[config.mk]
export PLATFORM = sky130hd
export DESIGN_NAME = unique_key_record_table_core
export DESIGN_NICKNAME = d
export VERILOG_FILES = /design/src/rtl/core/ukrt_pkg.sv /design/src/rtl/core/ukrt_ram.sv /design/src/rtl/core/unique_key_record_table_core.sv
export VERILOG_INCLUDE_DIRS = /design/src /design/src/rtl/core
export SDC_FILE = /design/constraint.sdc
export NUM_CORES = 2
export LEC_CHECK = 0
export BUFFER_PORTS_ARGS = -buffer_cell sky130_fd_sc_hd__buf_2
export CAP_MARGIN = 20
export CORE_MARGIN = 2
export CORE_UTILIZATION = 55
export CTS_CLUSTER_DIAMETER = 100
export DETAILED_ROUTE_END_ITERATION = 10
export PLACE_DENSITY_LB_ADDON = 0.2
export SYNTH_ARGS = -nofsm -noshare
export SYNTH_HDL_FRONTEND = slang
export SYNTH_SLANG_ARGS = --single-unit
[constraint.sdc]
create_clock -name clk -period 9.75 [get_ports clk]
set_input_delay 0 -clock clk [delete_from_list [all_inputs] [get_ports clk]]
set_output_delay 0 -clock clk [all_outputs]
set_load 0.02 [all_outputs]
[src/rtl/core/unique_key_record_table_core_assert.svh]
// Assertion macros shared by the record table RTL.
// Each macro expands to one labeled concurrent assertion; no other dependencies.
`ifndef UNIQUE_KEY_RECORD_TABLE_CORE_ASSERT_SVH
`define UNIQUE_KEY_RECORD_TABLE_CORE_ASSERT_SVH

// Same-cycle implication, disabled while reset is asserted.
`define UKRT_ASSERT_IMPL(label, clk, rst_n, ante, cons, msg) \
    label: assert property (@(posedge clk) disable iff (!rst_n) (ante) |-> (cons)) \
        else $error(msg);

// Next-cycle implication, disabled while reset is asserted.
`define UKRT_ASSERT_NEXT(label, clk, rst_n, ante, cons, msg) \
    label: assert property (@(posedge clk) disable iff (!rst_n) (ante) |=> (cons)) \
        else $error(msg);

`endif

[src/rtl/core/ukrt_pkg.sv]
// Shared types and constants for the unique-key record table.
// No dependencies; imported by the table core.
`default_nettype none

package ukrt_pkg;

    localparam int DEPTH_DEF        = 64;
    localparam int KEY_BITS_DEF     = 16;
    localparam int PAYLOAD_BITS_DEF = 32;
    localparam int KIND_BITS        = 3;
    localparam int POS_BITS         = 6;
    localparam int STATUS_BITS      = 3;

    typedef enum logic [KIND_BITS-1:0] {
        KIND_INSERT = 3'd0,
        KIND_UPDATE = 3'd1,
        KIND_REMOVE = 3'd2,
        KIND_LOOKUP = 3'd3,
        KIND_READ   = 3'd4,
        KIND_WRITE  = 3'd5
    } kind_t;

    typedef enum logic [STATUS_BITS-1:0] {
        ST_OK        = 3'd0,
        ST_NOT_FOUND = 3'd1,
        ST_DUPLICATE = 3'd2,
        ST_FULL      = 3'd3,
        ST_BAD_POS   = 3'd4
    } status_t;

endpackage

`default_nettype wire

[src/rtl/core/ukrt_ram.sv]
// Generic simple dual-port RAM: one write port, one read port, registered read.
// No dependencies.
`default_nettype none

module ukrt_ram #(
    parameter int WIDTH = 8,
    parameter int DEPTH = 16
) (
    input  logic                     clk,
    input  logic                     we,
    input  logic [$clog2(DEPTH)-1:0] waddr,
    input  logic [WIDTH-1:0]         wdata,
    input  logic [$clog2(DEPTH)-1:0] raddr,
    output logic [WIDTH-1:0]         rdata
);

    logic [WIDTH-1:0] mem [DEPTH];

    always_ff @(posedge clk)
    begin
        if (we)
        begin
            mem[waddr] <= wdata;
        end
        rdata <= mem[raddr];
    end

endmodule

`default_nettype wire

[src/rtl/core/unique_key_record_table_core.sv]
// Unique-key record table core: packed table of (key, payload) records.
// Depends on ukrt_pkg, ukrt_ram and unique_key_record_table_core_assert.svh.
//
// Usage:
//   Command channel: a transaction is taken at a rising edge where start is
//   high and busy is low; kind, key, payload and position are sampled then.
//   Result channel: done pulses for one cycle with status, found, key_out,
//   payload_out and count; the receiver cannot stall, so the result is gone
//   after that cycle. count always shows the current entry count.
// Transaction flow:
//   unused kinds, full insert, bad position: result straight from idle;
//   read or write at position: address in S_POS_RD, data in S_POS_DATA;
//   insert, update, lookup: key scan, one entry per cycle through the RAM
//   read port, compare in the cycle after the read; with no match the scan
//   ends once no read is left to compare;
//   remove: scan to the match, then the shift walk moves each later entry
//   one per cycle from the read port to the write port.
//   Worst case is a remove on a full table, set by the single-read-port
//   RAM walk. busy stays high during a scan, walk or position access; done
//   arrives in the first cycle busy is low again, and a new start may be
//   taken in that cycle.
// Reset: asynchronous, active low; empties the table (count 0) at once.
//   RAM contents are not cleared; only entries below count are ever read.
`default_nettype none

`include "unique_key_record_table_core_assert.svh"

module unique_key_record_table_core #(
    parameter int DEPTH        = ukrt_pkg::DEPTH_DEF,
    parameter int KEY_BITS     = ukrt_pkg::KEY_BITS_DEF,
    parameter int PAYLOAD_BITS = ukrt_pkg::PAYLOAD_BITS_DEF
) (
    input  logic                             clk,
    input  logic                             rst_n,
    input  logic                             start,
    output logic                             busy,
    input  logic [ukrt_pkg::KIND_BITS-1:0]   kind,
    input  logic [KEY_BITS-1:0]              key,
    input  logic [PAYLOAD_BITS-1:0]          payload,
    input  logic [ukrt_pkg::POS_BITS-1:0]    position,
    output logic                             done,
    output logic [ukrt_pkg::STATUS_BITS-1:0] status,
    output logic                             found,
    output logic [KEY_BITS-1:0]              key_out,
    output logic [PAYLOAD_BITS-1:0]          payload_out,
    output logic [$clog2(DEPTH+1)-1:0]       count
);

    import ukrt_pkg::*;

    localparam int AW    = $clog2(DEPTH);
    localparam int CW    = $clog2(DEPTH + 1);
    localparam int CMP_W = (CW > POS_BITS) ? CW : POS_BITS;
    localparam int RW    = KEY_BITS + PAYLOAD_BITS;

    typedef enum logic [2:0] {
        S_IDLE,
        S_SEARCH,
        S_SHIFT,
        S_POS_RD,
        S_POS_DATA
    } state_t;

    state_t                 state_reg, state_next;
    logic [KIND_BITS-1:0]   kind_reg, kind_next;
    logic [KEY_BITS-1:0]    key_reg, key_next;
    logic [PAYLOAD_BITS-1:0] payload_reg, payload_next;
    logic [POS_BITS-1:0]    pos_reg, pos_next;
    logic [CW-1:0]          count_reg, count_next;
    logic [CW-1:0]          scan_reg, scan_next;
    logic                   cmp_valid_reg, cmp_valid_next;
    logic [AW-1:0]          cmp_idx_reg, cmp_idx_next;
    logic                   done_reg, done_next;
    status_t                status_reg, status_next;
    logic                   found_reg, found_next;
    logic [KEY_BITS-1:0]    key_out_reg, key_out_next;
    logic [PAYLOAD_BITS-1:0] payload_out_reg, payload_out_next;

    // RAM ports
    logic          ram_we;
    logic [AW-1:0] ram_waddr;
    logic [RW-1:0] ram_wdata;
    logic [AW-1:0] ram_raddr;
    logic [RW-1:0] ram_rdata;

    logic [KEY_BITS-1:0]     rd_key;
    logic [PAYLOAD_BITS-1:0] rd_pay;
    logic [CMP_W-1:0]        in_pos_ext;
    logic [CMP_W-1:0]        pos_ext;
    logic [CMP_W-1:0]        count_ext;
    logic [CW-1:0]           shift_dst;
    logic                    hit;
    logic                    rd_issue;

    assign rd_key     = ram_rdata[PAYLOAD_BITS +: KEY_BITS];
    assign rd_pay     = ram_rdata[PAYLOAD_BITS-1:0];
    assign in_pos_ext = CMP_W'(position);
    assign pos_ext    = CMP_W'(pos_reg);
    assign count_ext  = CMP_W'(count_reg);
    assign shift_dst  = scan_reg - CW'(1);

    ukrt_ram #(
        .WIDTH (RW),
        .DEPTH (DEPTH)
    ) u_ram (
        .clk   (clk),
        .we    (ram_we),
        .waddr (ram_waddr),
        .wdata (ram_wdata),
        .raddr (ram_raddr),
        .rdata (ram_rdata)
    );

    always_comb
    begin
        state_next       = state_reg;
        kind_next        = kind_reg;
        key_next         = key_reg;
        payload_next     = payload_reg;
        pos_next         = pos_reg;
        count_next       = count_reg;
        scan_next        = scan_reg;
        cmp_valid_next   = 1'b0;
        cmp_idx_next     = cmp_idx_reg;
        done_next        = 1'b0;
        status_next      = ST_OK;
        found_next       = 1'b0;
        key_out_next     = '0;
        payload_out_next = '0;
        ram_we           = 1'b0;
        ram_waddr        = cmp_idx_reg;
        ram_wdata        = {key_reg, payload_reg};
        ram_raddr        = scan_reg[AW-1:0];
        hit              = cmp_valid_reg && (rd_key == key_reg);
        rd_issue         = 1'b0;

        unique case (state_reg)
            S_IDLE:
            begin
                if (start)
                begin
                    // Latch the transaction and start the scan at entry 0
                    kind_next    = kind;
                    key_next     = key;
                    payload_next = payload;
                    pos_next     = position;
                    scan_next    = '0;
                    case (kind) inside
                        KIND_INSERT:
                        begin
                            if (count_reg == CW'(DEPTH))
                            begin
                                done_next   = 1'b1;
                                status_next = ST_FULL;
                            end
                            else
                            begin
                                state_next = S_SEARCH;
                            end
                        end
                        KIND_UPDATE, KIND_REMOVE, KIND_LOOKUP:
                        begin
                            state_next = S_SEARCH;
                        end
                        KIND_READ, KIND_WRITE:
                        begin
                            if (in_pos_ext < count_ext)
                            begin
                                state_next = S_POS_RD;
                            end
                            else
                            begin
                                done_next   = 1'b1;
                                status_next = ST_BAD_POS;
                            end
                        end
                        default:
                        begin
                            done_next = 1'b1;
                        end
                    endcase
                end
            end

            S_SEARCH:
            begin
                // Read one entry per cycle; compare the entry read last cycle
                rd_issue       = !hit && (scan_reg < count_reg);
                cmp_valid_next = rd_issue;
                cmp_idx_next   = scan_reg[AW-1:0];
                if (rd_issue)
                begin
                    scan_next = scan_reg + CW'(1);
                end

                if (hit)
                begin
                    state_next = S_IDLE;
                    done_next  = 1'b1;
                    unique case (kind_reg)
                        KIND_INSERT:
                        begin
                            status_next = ST_DUPLICATE;
                        end
                        KIND_UPDATE:
                        begin
                            ram_we    = 1'b1;
                            ram_waddr = cmp_idx_reg;
                        end
                        KIND_REMOVE:
                        begin
                            // Hold the result; walk the tail down first
                            state_next     = S_SHIFT;
                            done_next      = 1'b0;
                            scan_next      = CW'(cmp_idx_reg) + CW'(1);
                            cmp_valid_next = 1'b0;
                        end
                        KIND_LOOKUP:
                        begin
                            found_next = 1'b1;
                        end
                        default:
                        begin
                            status_next = ST_OK;
                        end
                    endcase
                end
                else if (!cmp_valid_reg && !rd_issue)
                begin
                    // Scan exhausted without a match
                    state_next = S_IDLE;
                    done_next  = 1'b1;
                    if (kind_reg == KIND_INSERT)
                    begin
                        ram_we     = 1'b1;
                        ram_waddr  = count_reg[AW-1:0];
                        count_next = count_reg + CW'(1);
                    end
                    else
                    begin
                        status_next = ST_NOT_FOUND;
                    end
                end
            end

            S_SHIFT:
            begin
                // Read entry src, write it to src-1 in the next cycle
                rd_issue       = scan_reg < count_reg;
                cmp_valid_next = rd_issue;
                cmp_idx_next   = shift_dst[AW-1:0];
                if (rd_issue)
                begin
                    scan_next = scan_reg + CW'(1);
                end
                if (cmp_valid_reg)
                begin
                    ram_we    = 1'b1;
                    ram_waddr = cmp_idx_reg;
                    ram_wdata = ram_rdata;
                end
                else if (!rd_issue)
                begin
                    state_next = S_IDLE;
                    done_next  = 1'b1;
                    count_next = count_reg - CW'(1);
                end
            end

            S_POS_RD:
            begin
                ram_raddr  = pos_ext[AW-1:0];
                state_next = S_POS_DATA;
            end

            S_POS_DATA:
            begin
                ram_raddr        = pos_ext[AW-1:0];
                state_next       = S_IDLE;
                done_next        = 1'b1;
                key_out_next     = rd_key;
                payload_out_next = rd_pay;
                if (kind_reg == KIND_WRITE)
                begin
                    ram_we    = 1'b1;
                    ram_waddr = pos_ext[AW-1:0];
                end
            end

            default:
            begin
                state_next = S_IDLE;
            end
        endcase
    end

    always_ff @(posedge clk or negedge rst_n)
    begin
        if (!rst_n)
        begin
            state_reg     <= S_IDLE;
            count_reg     <= '0;
            cmp_valid_reg <= 1'b0;
            done_reg      <= 1'b0;
        end
        else
        begin
            state_reg     <= state_next;
            count_reg     <= count_next;
            cmp_valid_reg <= cmp_valid_next;
            done_reg      <= done_next;
        end
    end

    // Command, scan and result registers here carry no reset
    always_ff @(posedge clk)
    begin
        kind_reg        <= kind_next;
        key_reg         <= key_next;
        payload_reg     <= payload_next;
        pos_reg         <= pos_next;
        scan_reg        <= scan_next;
        cmp_idx_reg     <= cmp_idx_next;
        status_reg      <= status_next;
        found_reg       <= found_next;
        key_out_reg     <= key_out_next;
        payload_out_reg <= payload_out_next;
    end

    assign busy        = (state_reg != S_IDLE);
    assign done        = done_reg;
    assign status      = status_reg;
    assign found       = found_reg;
    assign key_out     = key_out_reg;
    assign payload_out = payload_out_reg;
    assign count       = count_reg;

    `UKRT_ASSERT_IMPL(a_count_max, clk, rst_n, 1'b1, count_reg <= CW'(DEPTH), "count exceeds depth")
    `UKRT_ASSERT_IMPL(a_done_idle, clk, rst_n, done_reg, state_reg == S_IDLE, "done while busy")
    `UKRT_ASSERT_IMPL(a_we_busy, clk, rst_n, ram_we, state_reg != S_IDLE, "RAM write while idle")
    `UKRT_ASSERT_NEXT(a_count_done, clk, rst_n, count_next != count_reg, done_reg, "count moved without a result")
    `UKRT_ASSERT_IMPL(a_found_ok, clk, rst_n, done_reg && found_reg, status_reg == ST_OK, "found with error status")

endmodule

`default_nettype wire
* After elaboration in Yosys (flattened, before gate mapping) *
Memories as Yosys holds them, arrays and structs flattened. A register that Yosys moved wholly into a read port is not among the register bits.
Index checks and enable logic that the tools add are counted.

operators by class
  add/sub/neg operators = 5
  $lt $le $gt $ge = 2
  equality and inequality tests = 26
  mux-type cells = 69
  reductions and logical operators = 20

operators by type and width
  operator               number
  $mux W48               2
  $mux W7                10
  $mux W3                16
  $mux W6                5
  $mux W1                24
  $pmux W6 S2            2
  $pmux W7 S3            1
  $eq A3 B2 Y1 const B   6
  $eq A16 B16 Y1         1
  $add A7 B1 Y7 const B  2
  $ne A2 B2 Y1 const B   7
  $pmux W7 S2            1
  $eq A3 B3 Y1 const B   4
  $pmux W3 S4            1
  $eq A3 B1 Y1 const B   3
  $logic_not A3 Y1       3
  $add A6 B1 Y7 const B  1
  $eq A7 B7 Y1 const B   1
  $lt A6 B7 Y1           1
  $lt A7 B7 Y1           1
  $reduce_and A7 Y1      1
  $sub A7 B1 Y7 const B  1
  $mux W2                3
  $ne A3 B3 Y1 const B   2
  other kinds (16)       23

word-level totals
  register bits = 134
  memory bits (writable) = 3072
  bits of input ports = 60
  output and inout port bits = 61
  word-level logic and storage cells = 137
  memories = 1

memories
  memory     depth  width  rd ports  clocked after Yosys merged registers in  wr ports  line            source
  u_ram.mem  64     48     1         1                                        1         ukrt_ram.sv:17  logic [WIDTH-1:0] mem [DEPTH];

* Logic depth before layout (Yosys ltp) *
  word-level depth = 11
  gate-level depth with buffers = 14
  depth with buffers taken out = 12

* Hierarchy *
Synthesis repeated with hierarchy kept, for this count alone.

second synthesis, totals
  cell total of the unflattened synthesis = 5464
  area, all modules = 123141.9 um^2

modules (own cells, without submodules)
  module                        instances  cells an instance  area each (um^2)  sequential area each (um^2)
  ukrt_ram                      1          4970               117128.6          93209.4
  unique_key_record_table_core  1          494                6013.3            3443.3

* Worst setup path before layout *
No wires, ideal clock.

  path kind = flip-flop to flip-flop
  from = register count_reg[4] (netlist: count[4])
  to = memory u_ram.mem[62][0] (netlist name), enable pin
  library setup time = 0.590 ns
  arrival = 7.583 ns
  required time = 9.160 ns
  slack = 1.577 ns
  cell stages (with the launch flop) = 12
  path buffers = 1
  period minus slack after synthesis = 8.173 ns
  cell sequence = dfrtp_1 > inv_1 > ha_1 > a21o_1 > a21oi_1 > o21ai_1 > a31o_2 > a21oi_4 > a221oi_2 > buf_2 > nor4_1 > nor4b_1

between the ends
  word-level cells in the longest chain between the ends = 9

ends and longest elaborated chain
  element                        line                                 source
  start, declared                unique_key_record_table_core.sv:69   logic [CW-1:0] count_reg, count_next;
  start signal, assigned         unique_key_record_table_core.sv:309  count_reg <= count_next;
  $lt A7 B7 Y1                   unique_key_record_table_core.sv:188  rd_issue = !hit && (scan_reg < count_reg);
  $logic_and A1 B1 Y1            unique_key_record_table_core.sv:188
  $logic_not A1 Y1               unique_key_record_table_core.sv:228  else if (!cmp_valid_reg && !rd_issue)
  $logic_and A1 B1 Y1            unique_key_record_table_core.sv:228
  $mux W1                        unique_key_record_table_core.sv:228
  $mux W1                        unique_key_record_table_core.sv:196  if (hit)
  $pmux W1 S3                    unique_key_record_table_core.sv:137  unique case (state_reg)
  $mux W1                        ukrt_ram.sv:21                       if (we)
  $mux W1 (not written as such)  ukrt_ram.sv:23                       mem[waddr] <= wdata;
  end, declared                  ukrt_ram.sv:17

Several ways; a longest one is shown, not always the timed one.

* Final worst setup path *
  from = register scan_reg[4]
  to = memory u_ram.mem[44][32] (netlist name), enable pin

between the ends
  word-level cells in the longest chain between the ends = 9

ends and longest elaborated chain
  element                        line                                 source
  start, declared                unique_key_record_table_core.sv:70   logic [CW-1:0] scan_reg, scan_next;
  start signal, assigned         unique_key_record_table_core.sv:322  scan_reg <= scan_next;
  $lt A7 B7 Y1 *                 unique_key_record_table_core.sv:188
  $logic_and A1 B1 Y1 *          unique_key_record_table_core.sv:188
  $logic_not A1 Y1 *             unique_key_record_table_core.sv:228
  $logic_and A1 B1 Y1 *          unique_key_record_table_core.sv:228
  $mux W1                        unique_key_record_table_core.sv:228
  $mux W1                        unique_key_record_table_core.sv:196
  $pmux W1 S3                    unique_key_record_table_core.sv:137
  $mux W1                        ukrt_ram.sv:21
  $mux W1 (not written as such)  ukrt_ram.sv:23

Every way passes the cells marked *; elsewhere a longest branch is shown, timed or not.

==> parameters.txt <==
Parameter                              Value

Status
  Status    finished, final reports clean

Placement
  Number of I/O port buffers    120
  Routability congestion estimate from global placement    around 0.9
  Setup Slack @ Placement    ~3.6 ns
  HPWL after detailed placement    191000 um

Detailed routing
  Routed via count divided by cell count    6.34
  Starting DRT DRC Count    12300
  Drc violations    0
  Met3 routed wirelength    41300 um
  Total wire length    372000 um
  Via count    81600
  Antenna Violating Nets Remaining    0
  Post-Route M1 WL    141000 um
  Max layer used    met5
  Routed WL per cell    28.9 um
  Met2 routed wirelength    approximately 170000 um
  Initial DRT Pass Iterations    9

STA
  Setup Total Neg Slack    0 ns
  Shortest clock period the worst path allows after layout    about 6.4 ns
  Final Hold Slack    about 0.076 ns
  Headroom to the max-slew limit    10.8%
  Hold violation total from the final report    0
  Crit share post-route    between 60% and 70%
  Maximum clock skew at final layout    0.0579 ns
  Setup repair after global routing missed its margin    no
  # setup viols final    0
  Slew Viols, Final    0
  Measured slew at the worst slew-check pin    1.34 ns
  Fmax    155 MHz
  Setup ws final    3.32 ns

Pwr
  Power Total    just over 40 mW
  Leakage power of the design    ~48 nW
  Power density over cell area    between 200 and 300 nW/um^2
  Worst ir drop on vdd    0.370 mV

Yosys
  Simple-Gate Fraction of Synth Area    16.1%
  Number of enable-type register cells in the synthesized netlist    around 3100
  Post-synthesis compound-gate area fraction    3.86%
  FF+latch count, synth    3254
  YS warnings    0
  Portion of netlist area occupied by mux cells    0.672%
  Combinational family with the most area after synthesis    simple AND/OR/NAND/NOR gates
  Cells after synthesis    9409
  Share of async-settable or async-resettable flops after synthesis    0.369%
  Most used DFF post-synth    sky130_fd_sc_hd__edfxtp_1
  Net count after synthesis    approximately 9500
  Mean post-synth cell area    13.4 sq um
  Post-synthesis share of cell area spent on xor and xnor gates    0.223%
  Number of distinct library cell variants in the gate-level netlist after synthesis    76
  Post-synthesis sequential area ratio    76.9%
  Post-Synthesis Cell Area    126000 sq um
  Adder-cell share of the synthesized area    0.215%

Critical path
  Cells on worst reg2reg path    10
  Critical Path Start Type    flop
  Type of destination of the critical path    flop
  Largest fanout on the critical path    36
  Critical path type    flop to flop
  CP arrival    roughly 7 ns
  Data required, critical path    10.30 ns

CTS
  Maximum buffer depth of the clock tree    4
  TritonCTS clock tree    yes
  Number of buffers inserted to repair setup after CTS    0
  H-tree depth    5
  TritonCTS sink count    3254
  Source-to-sink clock delay at the later pin of the worst-skew pair    roughly 0.97 ns
  Clock root buffer    sky130_fd_sc_hd__clkbuf_16
  CTS clk-pin slew, worst paths    0.06 ns
  Cts bufs inserted    ~330

Die
  Core region area    about 230000 sq um
  Die footprint    232000 sq um
  Effective utilization at floorplan    55.3%
  Num rows    175
  Die width    between 400 and 500 um
  Ports    121
  Die Y-Extent    slightly below 500 um

Final layout
  Fillcell total    around 17000
  Area taken by multi-input logic gates    27200 sq um
  Most flop-heavy register    u_ram.mem
  Share of layout cells above drive strength 1    9.32%
  Largest regs    u_ram.mem (3072), u_ram.rdata (48)
  Final standard cell utilization of the core    62.4%
  FF+latch area    ~97000 sq um
  Fin nets    9692
  Signed area change from the synthesized netlist to the final layout    12.7%
  Flip-flop count of the largest register, all copies and words added    between 3000 and 4000

Worst hold path
  Hold crit path type    input port to flop
  Hold path cells    5

GRT
  First-pass GRT wire length    532000 um
  Via count of the first global-routing pass    77100
  GRT Residual Overflow    0
  GRT Total Usage    roughly a third
  Largest net degree at the start of global routing    200
  Initial antenna violation count    16

Run
  Number of maximum-capacitance violations    0
-- report_power, final --
group / internal, mW / total [mW] / switching, mW
Combinational: 2.94 / 12.2 / 9.24
Sequential: 16.3 / 16.6 / 0.309
Clock: 6.93 / 12.0 / 5.12
-- critical path, stage by stage (launching register included) --
cell	delay (ns)
sky130_fd_sc_hd__edfxtp_1	0.65
sky130_fd_sc_hd__ha_1	0.34
sky130_fd_sc_hd__a21o_1	0.18
sky130_fd_sc_hd__a21oi_1	0.17
sky130_fd_sc_hd__o21ai_1	0.15
sky130_fd_sc_hd__a31oi_1	0.58
sky130_fd_sc_hd__nor2_1	0.23
sky130_fd_sc_hd__a221oi_2	1.10
sky130_fd_sc_hd__nand4b_1	0.90
sky130_fd_sc_hd__nor2_4	0.86
sky130_fd_sc_hd__buf_4	0.79
-- cells by family (layout without fill, tap and decap cells) --
group / Yosys count / in the layout
and+or+nand+nor: 4652 / 4652
DFF: 3254 / 3254
AOI/OAI and AO/OA: 770 / 770
buffers and inverters: 602 / 1042
muxes: 78 / 78
xor gates and xnor gates: 32 / 32
adders and majority gates: 21 / 21
other: 0 / 15
-- timing repair --
action | CTS | global route
resized for setup | 0 | 0
endpoints found under the hold margin | 99 | 0
hold buffers | 117 | 0
endpoints found under the setup margin | 0 | 0
-- layer usage --
metal / up-vias / track usage [%]
met3: 806 / 5.92
met4: 6 / 14.9
li1: 35000 / -
met1: 40500 / 44.0
met5: - / 0
met2: 5255 / 48.6
-- placed cells by master, fill, tap and decap left out, types with 13 or more instances in the layout --
cell	count
sky130_fd_sc_hd__a211oi_1	36
sky130_fd_sc_hd__a21oi_1	189
sky130_fd_sc_hd__a311oi_1	13
sky130_fd_sc_hd__a31oi_1	294
sky130_fd_sc_hd__a32oi_1	14
sky130_fd_sc_hd__and2_1	52
sky130_fd_sc_hd__and3_1	44
sky130_fd_sc_hd__buf_12	46
sky130_fd_sc_hd__buf_2	121
sky130_fd_sc_hd__buf_4	164
sky130_fd_sc_hd__bufinv_16	16
sky130_fd_sc_hd__clkbuf_1	85
sky130_fd_sc_hd__clkbuf_16	337
sky130_fd_sc_hd__clkbuf_8	25
sky130_fd_sc_hd__clkinv_1	58
sky130_fd_sc_hd__clkinv_2	37
sky130_fd_sc_hd__dfxtp_1	100
sky130_fd_sc_hd__diode_2	15
sky130_fd_sc_hd__dlygate4sd3_1	117
sky130_fd_sc_hd__edfxtp_1	3142
sky130_fd_sc_hd__ha_1	20
sky130_fd_sc_hd__inv_1	21
sky130_fd_sc_hd__mux2_2	51
sky130_fd_sc_hd__mux2i_1	27
sky130_fd_sc_hd__nand2_1	2913
sky130_fd_sc_hd__nand3_1	964
sky130_fd_sc_hd__nand4_1	334
sky130_fd_sc_hd__nor2_1	117
sky130_fd_sc_hd__nor2_4	61
sky130_fd_sc_hd__nor3_1	14
sky130_fd_sc_hd__nor4_1	38
sky130_fd_sc_hd__o21ai_0	69
sky130_fd_sc_hd__o22ai_1	44
sky130_fd_sc_hd__o31ai_1	38
sky130_fd_sc_hd__or4_1	48
sky130_fd_sc_hd__xnor2_1	22
-- Yosys cell counts, drive strengths merged, types with 11 or more instances --
cell type     n  area [sq um]
a211oi       36           270
a21oi       190           962
a311oi       13           114
a31oi       294          1840
a32oi        15           131
and2         54           338
and3         44           275
buf         250          1240
clkbuf      329          1230
dfrtp        12           300
dfxtp       100          2000
edfxtp     3142         94400
ha           20           250
inv          22          82.6
mux2         51           574
mux2i        27           270
nand2      2918         11000
nand3       967          4840
nand4       334          2090
nor2        179           689
nor3         15          86.3
nor4         43           269
o21ai        71           355
o22ai        44           275
o31ai        38           285
or3          11          68.8
or4          52           405
xnor2        22           193
-- stage by stage --
step                instances  cell area, sq um
detailed placement      12200            130000
global route            12900            142000
finish                  12900            142000
floorplan                9409            126000
CTS                     12800            141000
global placement        12100            130000
-- worst paths after layout --
check / from / end / slack (ns)
max reg2reg: scan_reg[4]$_DFFE_PP_ / u_ram.mem[44][32]$_DFFE_PP_ / 3.32
max in group asynchronous: rst_n / count[4]$_DFFE_PN0P_ / 9.12
min in group asynchronous: rst_n / count[0]$_DFFE_PN0P_ / 0.19
max: scan_reg[4]$_DFFE_PP_ / u_ram.mem[44][32]$_DFFE_PP_ / 3.32
min reg2reg: u_ram.rdata[0]$_DFF_P_ / payload_out[0]$_SDFF_PN0_ / 0.45
min: kind[1] / state_reg[0]$_DFFE_PN0P_ / 0.08
-- layout make-up --
class | count | share of cell area [%]
clock inverters | 122 | 0.702
multi-input cells | 5553 | 19.2
clock buffers | 447 | 6.42
repair buffers | 450 | 2.81
flip-flops and latches | 3254 | 68.2
inverters | 23 | 0.0609
well taps | 3009 | 2.66
diodes | 15 | 0.0265
(Power assumes the default switching activity.)
